[src/hw/rtl/binomial_tree_gather_schedule_top_macros.svh]
// Assertion macros shared by the binomial-tree gather schedule RTL.
`ifndef BINOMIAL_TREE_GATHER_SCHEDULE_TOP_MACROS_SVH
`define BINOMIAL_TREE_GATHER_SCHEDULE_TOP_MACROS_SVH

// Same-cycle implication, disabled while reset is asserted.
`define BTG_ASSERT_IMP(label, clk, rst_n, ante, cons, msg) \
	label: assert property (@(posedge clk) disable iff (!rst_n) (ante) |-> (cons)) \
		else $error(msg);

// Next-cycle implication, disabled while reset is asserted.
`define BTG_ASSERT_NXT(label, clk, rst_n, ante, cons, msg) \
	label: assert property (@(posedge clk) disable iff (!rst_n) (ante) |=> (cons)) \
		else $error(msg);

`endif

[src/hw/rtl/btg_pkg.sv]
// Shared types and constants of the binomial-tree gather schedule block.
package btg_pkg;

	localparam int RANK_W        = 10;
	localparam int SIZE_W        = 11;
	localparam int MASK_W        = 12;
	localparam int CNT_W         = 16;
	localparam int ENT_W         = 11;
	localparam int ELEM_W        = 26;
	localparam int KIND_W        = 2;
	localparam int CFG_IDX_W     = 2;
	localparam int CFG_DATA_W    = 16;
	localparam int IN_TDATA_W    = 16;
	localparam int OUT_TDATA_W   = 40;
	localparam int QUEUE_DEPTH   = 2;
	localparam int DEF_MAX_RANKS = 1024;

	typedef enum logic [KIND_W-1:0] {
		ACT_RECV = 2'd0,
		ACT_SEND = 2'd1,
		ACT_DONE = 2'd2
	} action_kind_t;

	typedef enum logic [CFG_IDX_W-1:0] {
		CFG_COMM_SIZE  = 2'd0,
		CFG_ROOT_RANK  = 2'd1,
		CFG_RECV_COUNT = 2'd2,
		CFG_SEND_COUNT = 2'd3
	} cfg_index_t;

	typedef enum logic [1:0] {
		F_IDLE = 2'd0,
		F_MOD  = 2'd1,
		F_PUSH = 2'd2
	} front_state_t;

	// One classified request: everything the back end needs to walk the tree.
	typedef struct packed {
		logic [SIZE_W-1:0] size;
		logic [RANK_W-1:0] root;
		logic [SIZE_W-1:0] rel;
		logic [MASK_W-1:0] keymask;
	} job_t;

	// Queue status as seen from the front and the back.
	typedef struct packed {
		logic full;
		logic valid;
	} queue_status_t;

	// One schedule entry before the element count is multiplied out.
	typedef struct packed {
		action_kind_t      kind;
		logic [RANK_W-1:0] peer;
		logic [ENT_W-1:0]  entries;
		logic [CNT_W-1:0]  count;
		logic              last;
	} item_t;

endpackage

[src/hw/rtl/btg_front.sv]
// Front end: accepts a rank, reduces rank and root modulo the size, classifies the request.
`include "binomial_tree_gather_schedule_top_macros.svh"

module btg_front (
	input  logic                          clk,
	input  logic                          arst_n,
	input  logic                          in_valid,
	output logic                          in_ready,
	input  logic [btg_pkg::RANK_W-1:0]    in_rank,
	input  logic [btg_pkg::SIZE_W-1:0]    eff_size,
	input  logic [btg_pkg::RANK_W-1:0]    root_rank,
	input  btg_pkg::queue_status_t        q_status,
	output logic                          push,
	output btg_pkg::job_t                 push_job
);

	localparam int STEPS = btg_pkg::RANK_W;
	localparam int CNT_CW = $clog2(STEPS + 1);

	btg_pkg::front_state_t state_q, state_d;
	logic [CNT_CW-1:0]           cnt_q;
	logic [btg_pkg::RANK_W-1:0]  me_sh_q, root_sh_q;
	logic [btg_pkg::SIZE_W-1:0]  rem_me_q, rem_root_q, size_q;

	logic [btg_pkg::SIZE_W:0]    t_me, t_root, size_x;
	logic [btg_pkg::SIZE_W-1:0]  rem_me_nx, rem_root_nx;
	logic [btg_pkg::SIZE_W:0]    diff;
	logic [btg_pkg::SIZE_W-1:0]  rel;
	logic [btg_pkg::MASK_W-1:0]  km_root;
	logic                        last_step;

	// Restoring remainder step, one dividend bit per cycle for both operands.
	always_comb begin
		size_x      = {1'b0, size_q};
		t_me        = {rem_me_q, me_sh_q[btg_pkg::RANK_W-1]};
		t_root      = {rem_root_q, root_sh_q[btg_pkg::RANK_W-1]};
		rem_me_nx   = (t_me >= size_x) ? btg_pkg::SIZE_W'(t_me - size_x)
		                               : btg_pkg::SIZE_W'(t_me);
		rem_root_nx = (t_root >= size_x) ? btg_pkg::SIZE_W'(t_root - size_x)
		                                 : btg_pkg::SIZE_W'(t_root);
		last_step   = (cnt_q == CNT_CW'(STEPS - 1));
	end

	// Classification from the reduced rank and root.
	always_comb begin
		diff = {1'b0, rem_me_q} + size_x - {1'b0, rem_root_q};
		rel  = (diff >= size_x) ? btg_pkg::SIZE_W'(diff - size_x)
		                        : btg_pkg::SIZE_W'(diff);
		km_root = '0;
		for (int i = 0; i < btg_pkg::SIZE_W; i++) begin
			if (size_q[i]) begin
				km_root = btg_pkg::MASK_W'(2) << i;
			end
		end
		push_job.size    = size_q;
		push_job.root    = rem_root_q[btg_pkg::RANK_W-1:0];
		push_job.rel     = rel;
		push_job.keymask = (rel == '0) ? km_root
		                  : {1'b0, rel & (~rel + btg_pkg::SIZE_W'(1))};
	end

	always_comb begin
		state_d = state_q;
		case (state_q)
			btg_pkg::F_IDLE: if (in_valid) state_d = btg_pkg::F_MOD;
			btg_pkg::F_MOD:  if (last_step) state_d = btg_pkg::F_PUSH;
			btg_pkg::F_PUSH: if (!q_status.full) state_d = btg_pkg::F_IDLE;
			default:         state_d = btg_pkg::F_IDLE;
		endcase
	end

	always_comb begin
		in_ready = 1'b0;
		push     = 1'b0;
		case (state_q)
			btg_pkg::F_IDLE: in_ready = 1'b1;
			btg_pkg::F_PUSH: push = !q_status.full;
			default: begin
				in_ready = 1'b0;
				push     = 1'b0;
			end
		endcase
	end

	always_ff @(posedge clk or negedge arst_n) begin
		if (!arst_n) begin
			state_q <= btg_pkg::F_IDLE;
			cnt_q   <= '0;
		end else begin
			state_q <= state_d;
			if (state_q == btg_pkg::F_IDLE) begin
				cnt_q <= '0;
			end else if (state_q == btg_pkg::F_MOD) begin
				cnt_q <= cnt_q + CNT_CW'(1);
			end
		end
	end

	always_ff @(posedge clk) begin
		if (state_q == btg_pkg::F_IDLE && in_valid) begin
			me_sh_q    <= in_rank;
			root_sh_q  <= root_rank;
			size_q     <= eff_size;
			rem_me_q   <= '0;
			rem_root_q <= '0;
		end else if (state_q == btg_pkg::F_MOD) begin
			me_sh_q    <= me_sh_q << 1;
			root_sh_q  <= root_sh_q << 1;
			rem_me_q   <= rem_me_nx;
			rem_root_q <= rem_root_nx;
		end
	end

	`BTG_ASSERT_IMP(a_rem_below_size, clk, arst_n, state_q == btg_pkg::F_PUSH, (rem_me_q < size_q) && (rem_root_q < size_q), "front: remainder not below size")

endmodule

[src/hw/rtl/btg_queue.sv]
// Short job queue between the front end and the back end.
`include "binomial_tree_gather_schedule_top_macros.svh"

module btg_queue (
	input  logic                   clk,
	input  logic                   arst_n,
	input  logic                   push,
	input  btg_pkg::job_t          push_job,
	input  logic                   pop,
	output btg_pkg::job_t          head,
	output btg_pkg::queue_status_t status
);

	localparam int PTR_W = (btg_pkg::QUEUE_DEPTH > 1) ? $clog2(btg_pkg::QUEUE_DEPTH) : 1;
	localparam int CNT_W = $clog2(btg_pkg::QUEUE_DEPTH + 1);

	btg_pkg::job_t      mem_q [btg_pkg::QUEUE_DEPTH];
	logic [PTR_W-1:0]   wr_ptr_q, rd_ptr_q;
	logic [CNT_W-1:0]   count_q;

	always_comb begin
		status.full  = (count_q == CNT_W'(btg_pkg::QUEUE_DEPTH));
		status.valid = (count_q != '0);
		head         = mem_q[rd_ptr_q];
	end

	always_ff @(posedge clk or negedge arst_n) begin
		if (!arst_n) begin
			wr_ptr_q <= '0;
			rd_ptr_q <= '0;
			count_q  <= '0;
		end else begin
			if (push) begin
				wr_ptr_q <= (wr_ptr_q == PTR_W'(btg_pkg::QUEUE_DEPTH - 1)) ? '0
				                                                          : wr_ptr_q + PTR_W'(1);
			end
			if (pop) begin
				rd_ptr_q <= (rd_ptr_q == PTR_W'(btg_pkg::QUEUE_DEPTH - 1)) ? '0
				                                                          : rd_ptr_q + PTR_W'(1);
			end
			if (push && !pop) begin
				count_q <= count_q + CNT_W'(1);
			end else if (pop && !push) begin
				count_q <= count_q - CNT_W'(1);
			end
		end
	end

	always_ff @(posedge clk) begin
		if (push) begin
			mem_q[wr_ptr_q] <= push_job;
		end
	end

	`BTG_ASSERT_IMP(a_no_overflow, clk, arst_n, push, !status.full, "queue: push while full")
	`BTG_ASSERT_IMP(a_no_underflow, clk, arst_n, pop, status.valid, "queue: pop while empty")

endmodule

[src/hw/rtl/btg_back.sv]
// Back end: walks the head job's tree distances, emits one beat per cycle unless stalled.
`include "binomial_tree_gather_schedule_top_macros.svh"

module btg_back (
	input  logic                              clk,
	input  logic                              arst_n,
	input  btg_pkg::queue_status_t            q_status,
	input  btg_pkg::job_t                     head,
	output logic                              pop,
	input  logic [btg_pkg::CNT_W-1:0]         recv_count,
	input  logic [btg_pkg::CNT_W-1:0]         send_count,
	output logic                              m_tvalid,
	input  logic                              m_tready,
	output logic [btg_pkg::OUT_TDATA_W-1:0]   m_tdata,
	output logic                              m_tlast,
	output logic [btg_pkg::KIND_W-1:0]        m_tuser
);

	localparam int MW  = btg_pkg::MASK_W;
	localparam int PRW = btg_pkg::ENT_W + btg_pkg::CNT_W;
	localparam int PAD = btg_pkg::OUT_TDATA_W - btg_pkg::ELEM_W - btg_pkg::RANK_W;

	logic [MW-1:0]  dist_q;
	logic           valid_s1;
	btg_pkg::item_t item_s1, item_d;
	logic           out_valid_q;
	logic           out_last_q;
	logic [btg_pkg::KIND_W-1:0]  out_kind_q;
	logic [btg_pkg::RANK_W-1:0]  out_peer_q;
	logic [btg_pkg::ELEM_W-1:0]  out_elem_q;

	logic           ready_out, ready_s1, fire, recv_ok;
	logic [MW-1:0]  size_x, child, parent, base, psum, peer_full;
	logic [MW:0]    recv_sum, send_sum;
	logic [btg_pkg::ENT_W-1:0] recv_ent, send_ent;
	logic [PRW-1:0] prod_s1;

	always_comb begin
		ready_out = !out_valid_q || m_tready;
		ready_s1  = !valid_s1 || ready_out;
		fire      = q_status.valid && ready_s1;

		size_x  = MW'(head.size);
		child   = MW'(head.rel) + dist_q;
		recv_ok = (dist_q < head.keymask) && (child < size_x);

		recv_sum = (MW + 1)'(child) + (MW + 1)'(dist_q);
		recv_ent = (recv_sum <= (MW + 1)'(head.size)) ? btg_pkg::ENT_W'(dist_q)
		                                               : btg_pkg::ENT_W'(size_x - child);
		parent   = MW'(head.rel) - head.keymask;
		send_sum = (MW + 1)'(head.rel) + (MW + 1)'(head.keymask);
		send_ent = (send_sum <= (MW + 1)'(head.size)) ? btg_pkg::ENT_W'(head.keymask)
		                                               : btg_pkg::ENT_W'(head.size - head.rel);

		// Child or parent rank back to absolute numbering.
		base      = recv_ok ? child : parent;
		psum      = base + MW'(head.root);
		peer_full = (psum >= size_x) ? psum - size_x : psum;

		item_d.peer    = btg_pkg::RANK_W'(peer_full);
		if (recv_ok) begin
			item_d.kind    = btg_pkg::ACT_RECV;
			item_d.entries = recv_ent;
			item_d.count   = recv_count;
			item_d.last    = 1'b0;
		end else if (head.rel != '0) begin
			item_d.kind    = btg_pkg::ACT_SEND;
			item_d.entries = send_ent;
			item_d.count   = send_count;
			item_d.last    = 1'b1;
		end else begin
			item_d.kind    = btg_pkg::ACT_DONE;
			item_d.peer    = '0;
			item_d.entries = '0;
			item_d.count   = '0;
			item_d.last    = 1'b1;
		end

		pop = fire && !recv_ok;
	end

	assign prod_s1 = PRW'(item_s1.entries) * PRW'(item_s1.count);

	always_ff @(posedge clk or negedge arst_n) begin
		if (!arst_n) begin
			dist_q      <= MW'(1);
			valid_s1    <= 1'b0;
			out_valid_q <= 1'b0;
		end else begin
			if (fire) begin
				dist_q <= recv_ok ? (dist_q << 1) : MW'(1);
			end
			if (ready_s1) begin
				valid_s1 <= fire;
			end
			if (ready_out) begin
				out_valid_q <= valid_s1;
			end
		end
	end

	always_ff @(posedge clk) begin
		if (fire) begin
			item_s1 <= item_d;
		end
		if (ready_out && valid_s1) begin
			out_kind_q <= item_s1.kind;
			out_peer_q <= item_s1.peer;
			out_elem_q <= prod_s1[btg_pkg::ELEM_W-1:0];
			out_last_q <= item_s1.last;
		end
	end

	assign m_tvalid = out_valid_q;
	assign m_tdata  = {{PAD{1'b0}}, out_elem_q, out_peer_q};
	assign m_tlast  = out_last_q;
	assign m_tuser  = out_kind_q;

	`BTG_ASSERT_IMP(a_dist_onehot, clk, arst_n, 1'b1, $onehot(dist_q), "back: distance not a power of two")
	`BTG_ASSERT_IMP(a_done_payload, clk, arst_n, m_tvalid && (m_tuser == btg_pkg::ACT_DONE), (m_tdata == '0) && m_tlast, "back: completion beat carries data")

endmodule

[src/hw/rtl/binomial_tree_gather_schedule_top.sv]
// Top level of the binomial-tree gather schedule block.
// Each input beat carries one absolute rank; the block answers with that rank's
// binomial-tree gather schedule toward root_rank: one receive beat per child in
// ascending distance (child rank and child subtree size times recv_count), then
// either a send beat to the parent (subtree size times send_count) or, at the
// root, a completion beat with zero rank and count. tlast marks the final beat.
// A front end reduces rank and root modulo the size with a bit-serial remainder
// unit and then classifies the request; it takes a new request only after the
// previous one has entered a two-entry queue, where requests wait. The back end
// emits one beat per cycle while the output is not stalled (a schedule has at
// most 11 beats for 1024 ranks). The first beat passes a staging register and
// the count multiplier register before it appears. Configuration must be
// written by the user only while no request is in flight; the block itself does
// not enforce it. A size of zero counts as one and sizes above MAX_RANKS
// saturate to MAX_RANKS.

module binomial_tree_gather_schedule_top #(
	parameter int MAX_RANKS = btg_pkg::DEF_MAX_RANKS
) (
	input  logic                                clk,
	input  logic                                arst_n,
	// Configuration write port.
	input  logic                                cfg_we,
	input  logic [btg_pkg::CFG_IDX_W-1:0]       cfg_index,
	input  logic [btg_pkg::CFG_DATA_W-1:0]      cfg_wdata,
	// Request stream.
	input  logic                                s_axis_tvalid,
	output logic                                s_axis_tready,
	input  logic [btg_pkg::IN_TDATA_W-1:0]      s_axis_tdata,   // [9:0] my_rank
	// Schedule stream.
	output logic                                m_axis_tvalid,
	input  logic                                m_axis_tready,
	output logic [btg_pkg::OUT_TDATA_W-1:0]     m_axis_tdata,   // [9:0] peer_rank, [35:10] element_count
	output logic                                m_axis_tlast,   // last_item
	output logic [btg_pkg::KIND_W-1:0]          m_axis_tuser    // [1:0] action_kind
);

	logic [btg_pkg::SIZE_W-1:0] comm_size_q;
	logic [btg_pkg::RANK_W-1:0] root_rank_q;
	logic [btg_pkg::CNT_W-1:0]  recv_count_q;
	logic [btg_pkg::CNT_W-1:0]  send_count_q;
	logic [btg_pkg::SIZE_W-1:0] eff_size;

	logic                   push, pop;
	btg_pkg::job_t          push_job, head;
	btg_pkg::queue_status_t q_status;

	// Register file; all four indexes are defined, so every write lands.
	always_ff @(posedge clk or negedge arst_n) begin
		if (!arst_n) begin
			comm_size_q  <= btg_pkg::SIZE_W'(1);
			root_rank_q  <= '0;
			recv_count_q <= '0;
			send_count_q <= '0;
		end else if (cfg_we) begin
			case (btg_pkg::cfg_index_t'(cfg_index))
				btg_pkg::CFG_COMM_SIZE:  comm_size_q  <= cfg_wdata[btg_pkg::SIZE_W-1:0];
				btg_pkg::CFG_ROOT_RANK:  root_rank_q  <= cfg_wdata[btg_pkg::RANK_W-1:0];
				btg_pkg::CFG_RECV_COUNT: recv_count_q <= cfg_wdata[btg_pkg::CNT_W-1:0];
				btg_pkg::CFG_SEND_COUNT: send_count_q <= cfg_wdata[btg_pkg::CNT_W-1:0];
				default: ;
			endcase
		end
	end

	// Effective size: zero means one rank, anything past MAX_RANKS saturates.
	always_comb begin
		if (comm_size_q == '0) begin
			eff_size = btg_pkg::SIZE_W'(1);
		end else if (32'(comm_size_q) > 32'(MAX_RANKS)) begin
			eff_size = btg_pkg::SIZE_W'(MAX_RANKS);
		end else begin
			eff_size = comm_size_q;
		end
	end

	btg_front u_front (
		.clk       (clk),
		.arst_n    (arst_n),
		.in_valid  (s_axis_tvalid),
		.in_ready  (s_axis_tready),
		.in_rank   (s_axis_tdata[btg_pkg::RANK_W-1:0]),
		.eff_size  (eff_size),
		.root_rank (root_rank_q),
		.q_status  (q_status),
		.push      (push),
		.push_job  (push_job)
	);

	btg_queue u_queue (
		.clk      (clk),
		.arst_n   (arst_n),
		.push     (push),
		.push_job (push_job),
		.pop      (pop),
		.head     (head),
		.status   (q_status)
	);

	btg_back u_back (
		.clk        (clk),
		.arst_n     (arst_n),
		.q_status   (q_status),
		.head       (head),
		.pop        (pop),
		.recv_count (recv_count_q),
		.send_count (send_count_q),
		.m_tvalid   (m_axis_tvalid),
		.m_tready   (m_axis_tready),
		.m_tdata    (m_axis_tdata),
		.m_tlast    (m_axis_tlast),
		.m_tuser    (m_axis_tuser)
	);

endmodule

[config.mk]
export PLATFORM = sky130hd
export DESIGN_NAME = binomial_tree_gather_schedule_top
export DESIGN_NICKNAME = d
export VERILOG_FILES = /design/src/hw/rtl/btg_pkg.sv /design/src/hw/rtl/btg_front.sv /design/src/hw/rtl/btg_queue.sv /design/src/hw/rtl/btg_back.sv /design/src/hw/rtl/binomial_tree_gather_schedule_top.sv
export VERILOG_INCLUDE_DIRS = /design/src /design/src/hw/rtl
export SDC_FILE = /design/constraint.sdc
export NUM_CORES = 1
export LEC_CHECK = 0
export ABC_AREA = 1
export BUFFER_PORTS_ARGS = -buffer_cell sky130_fd_sc_hd__buf_2
export CAP_MARGIN = 10
export CORE_ASPECT_RATIO = 1.75
export CORE_MARGIN = 2
export CORE_UTILIZATION = 45
export CTS_CLUSTER_DIAMETER = 80
export DETAILED_ROUTE_END_ITERATION = 6
export PLACE_DENSITY_LB_ADDON = 0.25
export SLEW_MARGIN = 40
export SYNTH_ARGS = -nofsm -noshare
export SYNTH_HDL_FRONTEND = slang
export SYNTH_HIERARCHICAL = 1
export SYNTH_SLANG_ARGS = --single-unit
[constraint.sdc]
create_clock -name clk -period 6.2 [get_ports clk]
set_input_delay 0.62 -clock clk [delete_from_list [all_inputs] [get_ports clk]]
set_output_delay 0.62 -clock clk [all_outputs]
set_load 0.01 [all_outputs]
==> results of run 1 <==
## kinds of logic (layout without fill, tap and decap cells)
kind of cell,count (synthesis),count (layout)
fa+ha+maj,385,385
buf+inv,637,810
other cells,1,4
flops,297,297
xor+xnor,128,128
simple gates,983,984
compound gates,447,447
mux,44,44
## final timing paths
path | slack (ps) | from | depth (start not counted) | to
min in group clk | 260 | s_axis_tdata[7] | 3 | u_front/me_sh_q[7]
hold / removal | 20 | arst_n | 1 | recv_count_q[12]
max in group asynchronous | 5610 | arst_n | 1 | u_queue/rd_ptr_q
setup / recovery | -90 | u_queue/rd_ptr_q | 41 | u_back/item_s1[33]
hold reg to reg | 420 | u_back/item_s1[35] | 0 | u_back/out_peer_q[7]
setup reg to reg | -90 | u_queue/rd_ptr_q | 41 | u_back/item_s1[33]
## state kept, by name, indices dropped and copies added, names as in the netlist, 2 cells and up
signal              cells
send_count_q           16
u_front/size_q         11
u_queue/count_q         2
u_front/cnt_q           4
u_front/rem_me_q       11
u_front/root_sh_q      10
recv_count_q           16
comm_size_q            11
u_back/out_peer_q      10
u_back/item_s1         40
u_front/state_q         2
u_back/dist_q          12
u_front/rem_root_q     11
u_queue/mem_q          88
u_back/out_elem_q      26
root_rank_q            10
u_back/m_tuser          2
u_front/me_sh_q        10
## worst max-delay path, delay by kind of cell, from the launching register on
kind	cells	cell delay, ps
AOI/OAI and AO/OA	9	1190
muxes	1	310
adders and majority gates	6	1720
buffers and inverters	9	850
DFF	1	400
xor gates and xnor gates	2	410
and+or+nand+nor	14	1130
## synthesized netlist by cell type (4+ instances only)
master / instances / share of area, %
nand2_4: 7 / 0.31
dfrtp_1: 75 / 7.3
buf_6: 16 / 0.70
a31oi_1: 13 / 0.32
a21oi_1: 158 / 3.1
fa_1: 146 / 11
xor2_1: 84 / 2.9
nand3b_1: 4 / 0.12
inv_2: 9 / 0.13
a21boi_1: 4 / 0.12
o21ai_0: 110 / 2.1
o21ai_1: 45 / 0.88
mux2_2: 5 / 0.22
nand2_1: 618 / 9.0
a21oi_2: 10 / 0.34
nor3_1: 22 / 0.43
edfxtp_1: 198 / 23
clkbuf_1: 50 / 0.73
nor4_1: 6 / 0.15
a22o_1: 16 / 0.55
buf_12: 4 / 0.31
o21bai_1: 6 / 0.18
nand3_1: 100 / 2.0
nor2_1: 123 / 1.8
nor2_2: 15 / 0.37
buf_2: 12 / 0.23
xnor2_1: 44 / 1.5
nand2_2: 19 / 0.46
nand3_2: 15 / 0.59
mux2_4: 39 / 2.3
buf_4: 19 / 0.56
dfxtp_1: 22 / 1.7
o21ai_2: 37 / 1.3
nand4_1: 34 / 0.83
o211ai_1: 4 / 0.12
nor3_2: 5 / 0.20
inv_1: 521 / 7.6
a21o_1: 19 / 0.56
o2111ai_1: 4 / 0.14
ha_1: 239 / 12
o31ai_1: 4 / 0.12
## metal layers
metal	track usage, %	wire length (µm)
met5	0	0
met4	18.9	6530
met3	3.07	2710
met2	47.1	38300
met1	23.5	23900
## per-stage QoR
stage	utilization (%)	cell area, µm²	hold WS [ps]	cells
after floorplan	-	25800	324	2925
after global placement	48.8	27500	406	3788
after detailed placement	48.9	27500	405	3788
after CTS	51.1	28800	44.8	3852
after global routing	51.4	28900	65.4	3859
final	51.4	28900	22.2	3859
## placed cells by master (no fill, tap or decap), types with 22 or more instances in the layout
master,netlist,layout
a21oi_1,158,150
buf_2,12,72
buf_4,19,146
clkbuf_16,0,31
dfrtp_1,75,74
dfxtp_1,22,22
edfxtp_1,198,198
fa_1,146,144
ha_1,239,227
inv_1,521,510
mux2_4,39,39
nand2_1,618,609
nand2_2,19,27
nand3_1,100,100
nand4_1,34,34
nor2_1,123,120
o21ai_0,110,102
o21ai_1,45,50
o21ai_2,37,40
xnor2_1,44,43
xor2_1,84,80
## cell type report
class / count / area, µm²
Timing Repair Buffer: 223 / 1510
Multi-Input combinational cell: 1992 / 15000
Sequential cell: 297 / 8320
Inverter: 531 / 2000
Fill cell: 5270 / 27300
Tap cell: 760 / 951
Clock buffer: 37 / 828
Clock inverter: 19 / 295
## what timing repair did
action,in CTS,in global routing
buffers inserted,7,6
setup endpoints to repair,10,10
gates cloned,1,1
hold endpoints to repair,0,0
pin swaps,12,34
resized for setup,20,31
==> reports/metrics.yaml, run 1 <==
critical_path:
  cp_max_fo: 6
  crit_path_end_kind: "flip-flop"
  slowest_delay_ps: 440
  startpoint_type: "flip-flop"
  cp.required_ps: 6570
  critPathArrivalTime_ps: 6650
  worst_path_max_delay_cell: "fa_2"
  crit_top_cell: "nand2_1"
  path_class: "flip-flop to flip-flop"
cts:
  numCtsBuffers: 30
  insertion_delay_ps: 630
  clock-sinks: 297
  clock_tree.root_cell: "clkbuf_16"
  htreeDepth: 1
  cts-hold-fix-buffers: 0
  cts_buffer_depth: 3
  tritoncts: "yes"
  clk_pin_slew_worst_paths_ps: 70
route:
  avgViaCountPerCell: 5.20
  dr.pass1.iters: 6
  routed_wl_um: 71400
  antenna_left: 0
  drcViolationCount: 0
  wl_per_cell_um: 18.5
  vias: 20052
  drt_iter0_drc: 1062
sta:
  worst-slew-pin-transition_ps: 921
  rsz0062_at_grt: "yes"
  slew_headroom_pct: 38.1
  final_max_slew_viol_count: 0
  clock.fmax_mhz: 159
  timing.final.crit_share_pct: 101
  fin_ws_ps: -87.7
  fin_crit_ps: 6290
  setup_violations: 10
  tns_ps: -719
  hold_viol: 0
  finClkSkew_ps: 22.8
grt:
  grt_first_pass_wirelength_um: 112000
  grt_max_degree: 78
  grt_pass1_vias: 20835
  antenna_found_initial: 0
  grt_use_total_pct: 24.7
  grt_overflow_total: 0
floorplanning:
  rows: 115
  fp.dieArea_um2: 59000
  initial_core_util_pct: 45.6
  die_w_um: 185
  fp.coreArea_um2: 56300
  die-height_um: 320
  ioPinCount: 84
flow_run:
  drv_cap: 0
final_layout:
  nNetsFinal: 3499
  synthToLayoutAreaGrowth_pct: 12.8
  drive_above_1_share_pct: 16.6
  diodes: 0
placed_design:
  pre_cts_ws_ps: -232
  hpwl_um: 58300
  port_buffers: 73
  place_congestion: 0.974
yosys:
  synthMuxAreaShare_pct: 2.50
  yosysWarnings: 6
  syn_inst: 2922
  syn_area_um2: 25700
  synth-simple-area-share_pct: 16.9
  synth_flop_cell: "edfxtp_1"
  yosysUniqueCellTypes: 66
  synth_compound_area_share_pct: 10.4
  synth_top_family_by_area: "adder cells"
  synth-edff-count: 198
  syn_avg_cell_area_um2: 8.78
  synth-seq-area-share_pct: 32.4
  synth_seq_cells: 297
  synth-async-reset-ratio_pct: 25.9
  synthAdderAreaFrac_pct: 23.0
  synth-xor-area-share_pct: 4.37
min_path:
  hold_path_class: "primary input to asynchronous set/reset pin"
run_status:
  violations: "setup timing"
  status: "complete, but fails checks"
Power of run 1 is not shown: default switching activity piles up to over one toggle a cycle in this logic, so the estimate is an artifact.
==> run 2: changes to the inputs <==
- CAP_MARGIN: 10 -> 0
- CTS_BUF_LIST: unset -> sky130_fd_sc_hd__clkbuf_8
==> run 2 against run 1 <==
  * The flow still finishes with violations (setup timing)
  * Clock-buffer cell count grew 19
  * Highest routed layer unchanged
  * Fmax increased by 1.0%
  * Final area decreased by 0.22%
  * Critical path depth is the same
  * Core utilization down 0.11 points
  * Via count up 0.75%
  * First-iteration DRC count grew 7.8%
  * Largest cell class unchanged
  * Non-clock buffer count shrank 2
==> reports/metrics.yaml, run 2 (same netlist as run 1, synthesis figures left out) <==
critical_path:
  cp.required_ps: 6560  # about the same
  ff2ff_setup_slack_ps: -20  # +60 ps
  cp_num_buf_inv: 9  # unchanged
  r2r_cells: 41  # unchanged
  path_class: "flip-flop to flip-flop"
  crit_path_end_kind: "flip-flop"
  critical_path.top_delay_family: "adder cells"
  timing.rr.start: "u_queue/rd_ptr_q"
  reg2reg_to: "u_back/item_s1[31]"
  worst_path_max_delay_cell: "fa_2"
  slowest_delay_ps: 450  # about the same
  startpoint: "u_queue/rd_ptr_q"
  cp_max_fo: 6  # unchanged
  startpoint_type: "flip-flop"
  cp_num_cells: 41  # unchanged
  crit_end: "u_back/item_s1[31]"
  critPathArrivalTime_ps: 6590  # -60 ps
cts:
  htreeDepth: 2  # +1
  clock_tree.root_cell: "clkbuf_8"
  insertion_delay_ps: 620  # about the same
  tritoncts: "yes"
  clk_pin_slew_worst_paths_ps: 60  # about the same
  clock-sinks: 297  # unchanged
  cts_buffer_depth: 3  # unchanged
  numCtsBuffers: 47  # +57%
  cts-hold-fix-buffers: 0  # unchanged
floorplanning:
  die_w_um: 185  # unchanged
  fp.coreArea_um2: 56300  # unchanged
  initial_core_util_pct: 45.6  # unchanged
  fp.dieArea_um2: 59000  # unchanged
  die-height_um: 320  # unchanged
  rows: 115  # unchanged
  ioPinCount: 84  # unchanged
sta:
  clock.fmax_mhz: 161  # +1.0%
  slew_headroom_pct: 38.3  # +0.21 points
  hold_viol: 0  # unchanged
  setup_violations: 9  # -1
  tns_ps: -112  # +607 ps
  final_max_slew_viol_count: 0  # unchanged
  fin_ws_ps: -22.9  # +64.8 ps
  fin_crit_ps: 6220  # -64.8 ps
  rsz0062_at_grt: "yes"
  timing.final.crit_share_pct: 100  # -1.0 points
  worst-slew-pin-transition_ps: 918  # -3.19 ps
  finClkSkew_ps: 47.5  # +24.7 ps
final_layout:
  design_area_um2: 28900  # -0.22%
  regMostFlops: "u_queue/mem_q"
  final_common_cell: "nand2_1"
  drive_above_1_share_pct: 17.4  # +0.78 points
  largest_register_ffs: 88  # unchanged
  utilization_pct: 51.3  # -0.11 points
  mostFrequentLayoutCells: "599 x nand2_1, 517 x inv_1, 225 x ha_1, 198 x edfxtp_1, 150 x a21oi_1"
  fill_cells: 5274  # +0.076%
  synthToLayoutAreaGrowth_pct: 12.5
  seqCellArea_um2: 8320  # unchanged
  multi_input_area_um2: 15100  # +0.45%
  largestRegisters: "u_queue/mem_q x88, u_back/item_s1 x40, u_back/out_elem_q x26"
  nNetsFinal: 3514  # +0.43%
grt:
  antenna_found_initial: 1  # +1
  grt_util_met1_pct: 23.4  # -0.11 points
  grt_max_degree: 78  # unchanged
  grtUsageMet2_pct: 47.3  # +0.17 points
  grt_pass1_vias: 21024  # +0.91%
  grt_use_total_pct: 24.8  # +0.10 points
  grt_first_pass_wirelength_um: 112000  # +0.33%
  busiest_layer: "met2"
  use_met3_pct: 3.14  # +0.068 points
  grt_overflow_total: 0  # unchanged
route:
  dr.pass1.iters: 5  # -1
  wl_per_cell_um: 18.5  # about the same
  drcViolationCount: 0  # unchanged
  antenna_left: 0  # unchanged
  avgViaCountPerCell: 5.20  # about the same
  routed_wl_um: 71900  # +0.66%
  drt_iter0_drc: 1145  # +7.8%
  vias: 20203  # +0.75%
flow_run:
  drv_cap: 0  # unchanged
placed_design:
  hpwl_um: 58300  # unchanged
  port_buffers: 73  # unchanged
  pre_cts_ws_ps: -232  # unchanged
  placedInstanceArea_um2: 27500  # unchanged
  place_congestion: 0.974  # unchanged
run_status:
  status: "complete, but fails checks"
  violations: "setup timing"
min_path:
  hold_path_class: "primary input to asynchronous set/reset pin"
## run 2: cell count changes in the layout (fill, tap and decap cells not counted), sizes merged
cell and change:
clkinvlp +4, bufinv -3, buf -2, clkbuf +19, inv +7, clkinv +3, diode +1
## run 2: final cells by class
cell class              instances  area share [%]
repair buffers                221            5.19
diodes                          1         0.00866
inverters                     531            6.92
clock buffers                  56            2.67
multi-input cells            1992            52.3
clock inverters                30           0.823
flip-flops and latches        297            28.8
well taps                     760            3.29
## run 2: worst register-to-register path, delay by kind of cell, from the launching register on
family | cells | cell delay [ps]
compound gates | 9 | 1150
xor+xnor | 2 | 410
fa+ha+maj | 6 | 1720
buf+inv | 9 | 880
flops | 1 | 400
mux | 1 | 320
simple gates | 14 | 1140
## run 2: timing repair
action                     4_1_cts  5_1_grt
setup endpoints to repair       10       10
setup buffers                    6        5
cloned                           1        1
resized for setup               14       52
pin swaps                       10       38
## run 2: worst min-delay path by stage
stage	to	slack (ps)	cells after the start
global placement	u_back/out_peer_q[6]	410	0
CTS	recv_count_q[5]	30	1
floorplan	comm_size_q[10]	320	0
global route	recv_count_q[1]	70	1
detailed placement	u_back/out_peer_q[4]	400	0
finish	recv_count_q[12]	40	1
## run 2: per-stage QoR
stage	cells	hold slack, ps
final	3888	36.9
after global routing	3888	71.3
after CTS	3881	27.4
after detailed placement	3788	405
after global placement	3788	406
after floorplan	2925	324
## run 2: per-layer routing
layer	wire length (µm)	share of wire, %
met2	38800	54
met3	2470	3.4
met5	0	0
met1	24000	33
met4	6670	9.3
Power of run 2 is left out for the same reason.
==> run 3: changes to the inputs <==
- ABC_AREA: 1 -> unset
- BUFFER_PORTS_ARGS: -buffer_cell sky130_fd_sc_hd__buf_2 -> unset
- DONT_BUFFER_PORTS: unset -> 1
- PLACE_DENSITY_LB_ADDON: 0.25 -> unset
==> run 3 against run 2 <==
  * The run still ends with setup timing left
  * Critical path depth shrank 9
  * Worst setup slack worse by 850 ps
  * Sequential cell count unchanged
  * Via count fell by 6.2%
  * Clock-buffer cell count decreased by 5
  * First-iteration DRC count fell by 14%
  * Synthesized cell count down 15%
  * Critical endpoint is now u_back/item_s1[33]
  * Largest cell class unchanged
  * Highest routed layer unchanged
==> reports/metrics.yaml, run 3 <==
route:
  drt_iter0_drc: 983  # -14%
  routed_wl_um: 72600  # +0.97%
  highest_layer: "met4"
  wl_per_cell_um: 21.4  # +16%
  wl_met3_um: 2200  # -11%
  drcViolationCount: 0  # unchanged
  avgViaCountPerCell: 5.59  # +7.5%
  vias: 18945  # -6.2%
  wl_met2_um: 39700  # +2.3%
  wl_met1_um: 24200  # +0.97%
  dr.pass1.iters: 5  # unchanged
  antenna_left: 0  # unchanged
cts:
  cts_buffer_depth: 3  # unchanged
  htreeDepth: 2  # unchanged
  insertion_delay_ps: 650  # +30 ps
  clock-sinks: 297  # unchanged
  numCtsBuffers: 48  # +2.1%
  clk_pin_slew_worst_paths_ps: 60  # about the same
  clock_tree.root_cell: "clkbuf_8"
  tritoncts: "yes"
placed_design:
  hpwl_um: 58200  # -0.18%
  dp.cells: 3285  # -13%
  port_buffers: 0  # -100%
  place_congestion: 0.980  # +0.63%
floorplanning:
  fp.dieArea_um2: 57400  # -2.7%
  ioPinCount: 84  # unchanged
  die_w_um: 182  # -1.3%
  fp.coreArea_um2: 55100  # -2.1%
  die-height_um: 316  # -1.4%
  rows: 114  # -0.87%
  initial_core_util_pct: 45.3  # -0.28 points
min_path:
  hold_path_class: "primary input to flip-flop"
grt:
  grt_use_total_pct: 25.4  # +0.55 points
  grt_first_pass_wirelength_um: 111000  # -0.79%
  grt_pass1_vias: 20130  # -4.3%
  antenna_found_initial: 1  # unchanged
  grt_overflow_total: 0  # unchanged
  grt_max_degree: 78  # unchanged
yosys:
  yosys-top-cells-count: "301 x nand2_1, 279 x inv_1, 239 x ha_1"
  synth_area_leader_cell: "edfxtp_1"
  synth-edff-count: 198  # unchanged
  yosysWarnings: 6  # unchanged
  yosysUniqueCellTypes: 98  # +48%
  synth-async-reset-ratio_pct: 25.9  # unchanged
  syn_area_um2: 25000  # -2.7%
  netlist.area_leader.share_pct: 23.8  # +0.65 points
  syn_avg_cell_area_um2: 10.1  # +15%
  yosysMostFrequentCell: "nand2_1"
  synth_area_leaders: "edfxtp_1 24%, ha_1 12%, fa_1 12%, dfrtp_1 7.5%, nand2_1 4.5%"
  synth_seq_cells: 297  # unchanged
  synth_flop_cell: "edfxtp_1"
  syn_inst: 2472  # -15%
  synth-seq-area-share_pct: 33.3  # +0.91 points
sta:
  worst-slew-pin-transition_ps: 880  # -37.9 ps
  fin_ws_ps: -875  # -852 ps
  setup_violations: 10  # +1
  fin_crit_ps: 7070  # +852 ps
  rsz0062_at_grt: "yes"
  clock.fmax_mhz: 141  # -12%
  finClkSkew_ps: 39.2  # -8.28 ps
  hold_viol: 0  # unchanged
  final_max_slew_viol_count: 0  # unchanged
  timing.final.crit_share_pct: 114  # +14 points
  slew_headroom_pct: 41.2  # +2.9 points
  tns_ps: -8130  # -8020 ps
final_layout:
  multi_input_area_um2: 15300  # +1.4%
  final_cells: 3390  # -13%
  largest_register_ffs: 88  # unchanged
  synthToLayoutAreaGrowth_pct: 13.4
  nNetsFinal: 3078  # -12%
  mostFrequentLayoutCells: "300 x nand2_1, 288 x inv_1, 235 x ha_1, 221 x buf_4, 198 x edfxtp_1"
  largestRegisters: "u_queue/mem_q x88, u_back/item_s1 x40, u_back/out_elem_q x26"
  fill_cells: 4952  # -6.1%
  regMostFlops: "u_queue/mem_q"
  seqCellArea_um2: 8320  # unchanged
  final_common_cell: "nand2_1"
  utilization_pct: 51.4  # +0.096 points
  drive_above_1_share_pct: 18.1  # +0.72 points
flow_run:
  drv_cap: 0  # unchanged
critical_path:
  critPathArrivalTime_ps: 7460  # +870 ps
  cp_max_fo: 5  # -1
  startpoint_type: "flip-flop"
  cp.required_ps: 6590  # +30 ps
  path_class: "flip-flop to flip-flop"
  worst_path_max_delay_cell: "dfrtp_2"
  crit_top_cell: "a21o_1"
  crit_path_end_kind: "flip-flop"
  slowest_delay_ps: 440  # about the same
run_status:
  status: "complete, but fails checks"
  violations: "setup timing"
## run 3: cell count changes in the layout (fill, tap and decap cells not counted), sizes merged, moves of 47 or more
| cell | change |
|---|---|
| nand2 | -342 |
| inv | -246 |
| o21ai | -93 |
| and2 | +78 |
| mux2 | +71 |
| a21oi | -70 |
| nand3 | -63 |
| xor2 | -55 |
| nor2b | +47 |
## run 3: per-stage QoR
stage | instance area, µm² | hold WS (ps) | worst slack, ps
floorplan | 25100 | 324 | -796
global placement | 27000 | 329 | -904
detailed placement | 27000 | 328 | -1040
CTS | 28200 | 90.8 | -799
global route | 28300 | 110 | -1100
finish | 28300 | 144 | -875
## run 3: metal layers
layer	track usage, %	up-vias
li1	-	8914
met1	23.7	9310
met2	49.4	467
met3	2.84	254
met4	20.1	0
met5	0	-
## run 3: path summary, 6_finish.rpt
check / start / endpoint / slack, ps / cells past startpoint
worst min register to register: u_back/item_s1[35] / u_back/out_peer_q[7] / 420 / 0
worst min-delay path: cfg_wdata[3] / send_count_q[3] / 140 / 1
min in group asynchronous: arst_n / u_back/dist_q[5] / 620 / 2
worst max-delay path: u_queue/rd_ptr_q / u_back/item_s1[33] / -870 / 32
max in group asynchronous: arst_n / comm_size_q[0] / 5220 / 2
worst max register to register: u_queue/rd_ptr_q / u_back/item_s1[33] / -870 / 32
## run 3: final cells by class
type | count | area share [%]
Sequential cell | 297 | 29.4
Antenna cell | 1 | 0.00884
Timing Repair Buffer | 223 | 5.99
Tap cell | 696 | 3.08
Clock inverter | 38 | 1.27
Multi-Input combinational cell | 1803 | 54.1
Clock buffer | 51 | 2.48
Inverter | 281 | 3.72
## run 3: kinds of logic after synthesis
group | count (synthesis) | synth area share [%]
adders and majority gates | 385 | 23.7
DFF | 297 | 33.3
other | 1 | 0.0150
xor gates and xnor gates | 110 | 3.86
buffers and inverters | 375 | 6.38
AOI/OAI and AO/OA | 392 | 10.4
and+or+nand+nor | 756 | 15.0
muxes | 156 | 7.42
## run 3: worst max-delay path, delay by kind of cell, from the launching register on
family | cells | cell delay [ps]
AND/OR/NAND/NOR | 7 | 1390
adder cells (fa/ha/maj) | 6 | 1610
multiplexers | 2 | 530
AO/OA/AOI/OAI | 15 | 2680
flip-flops | 1 | 440
buffers and inverters | 2 | 210
## run 3: what timing repair did
item	CTS	global route
endpoints found under the setup margin	10	12
hold buffers	2	0
setup buffers	11	2
resized for setup	11	16
endpoints found under the hold margin	77	0
pin swaps	1	1
Power of run 3 is left out for the same reason.
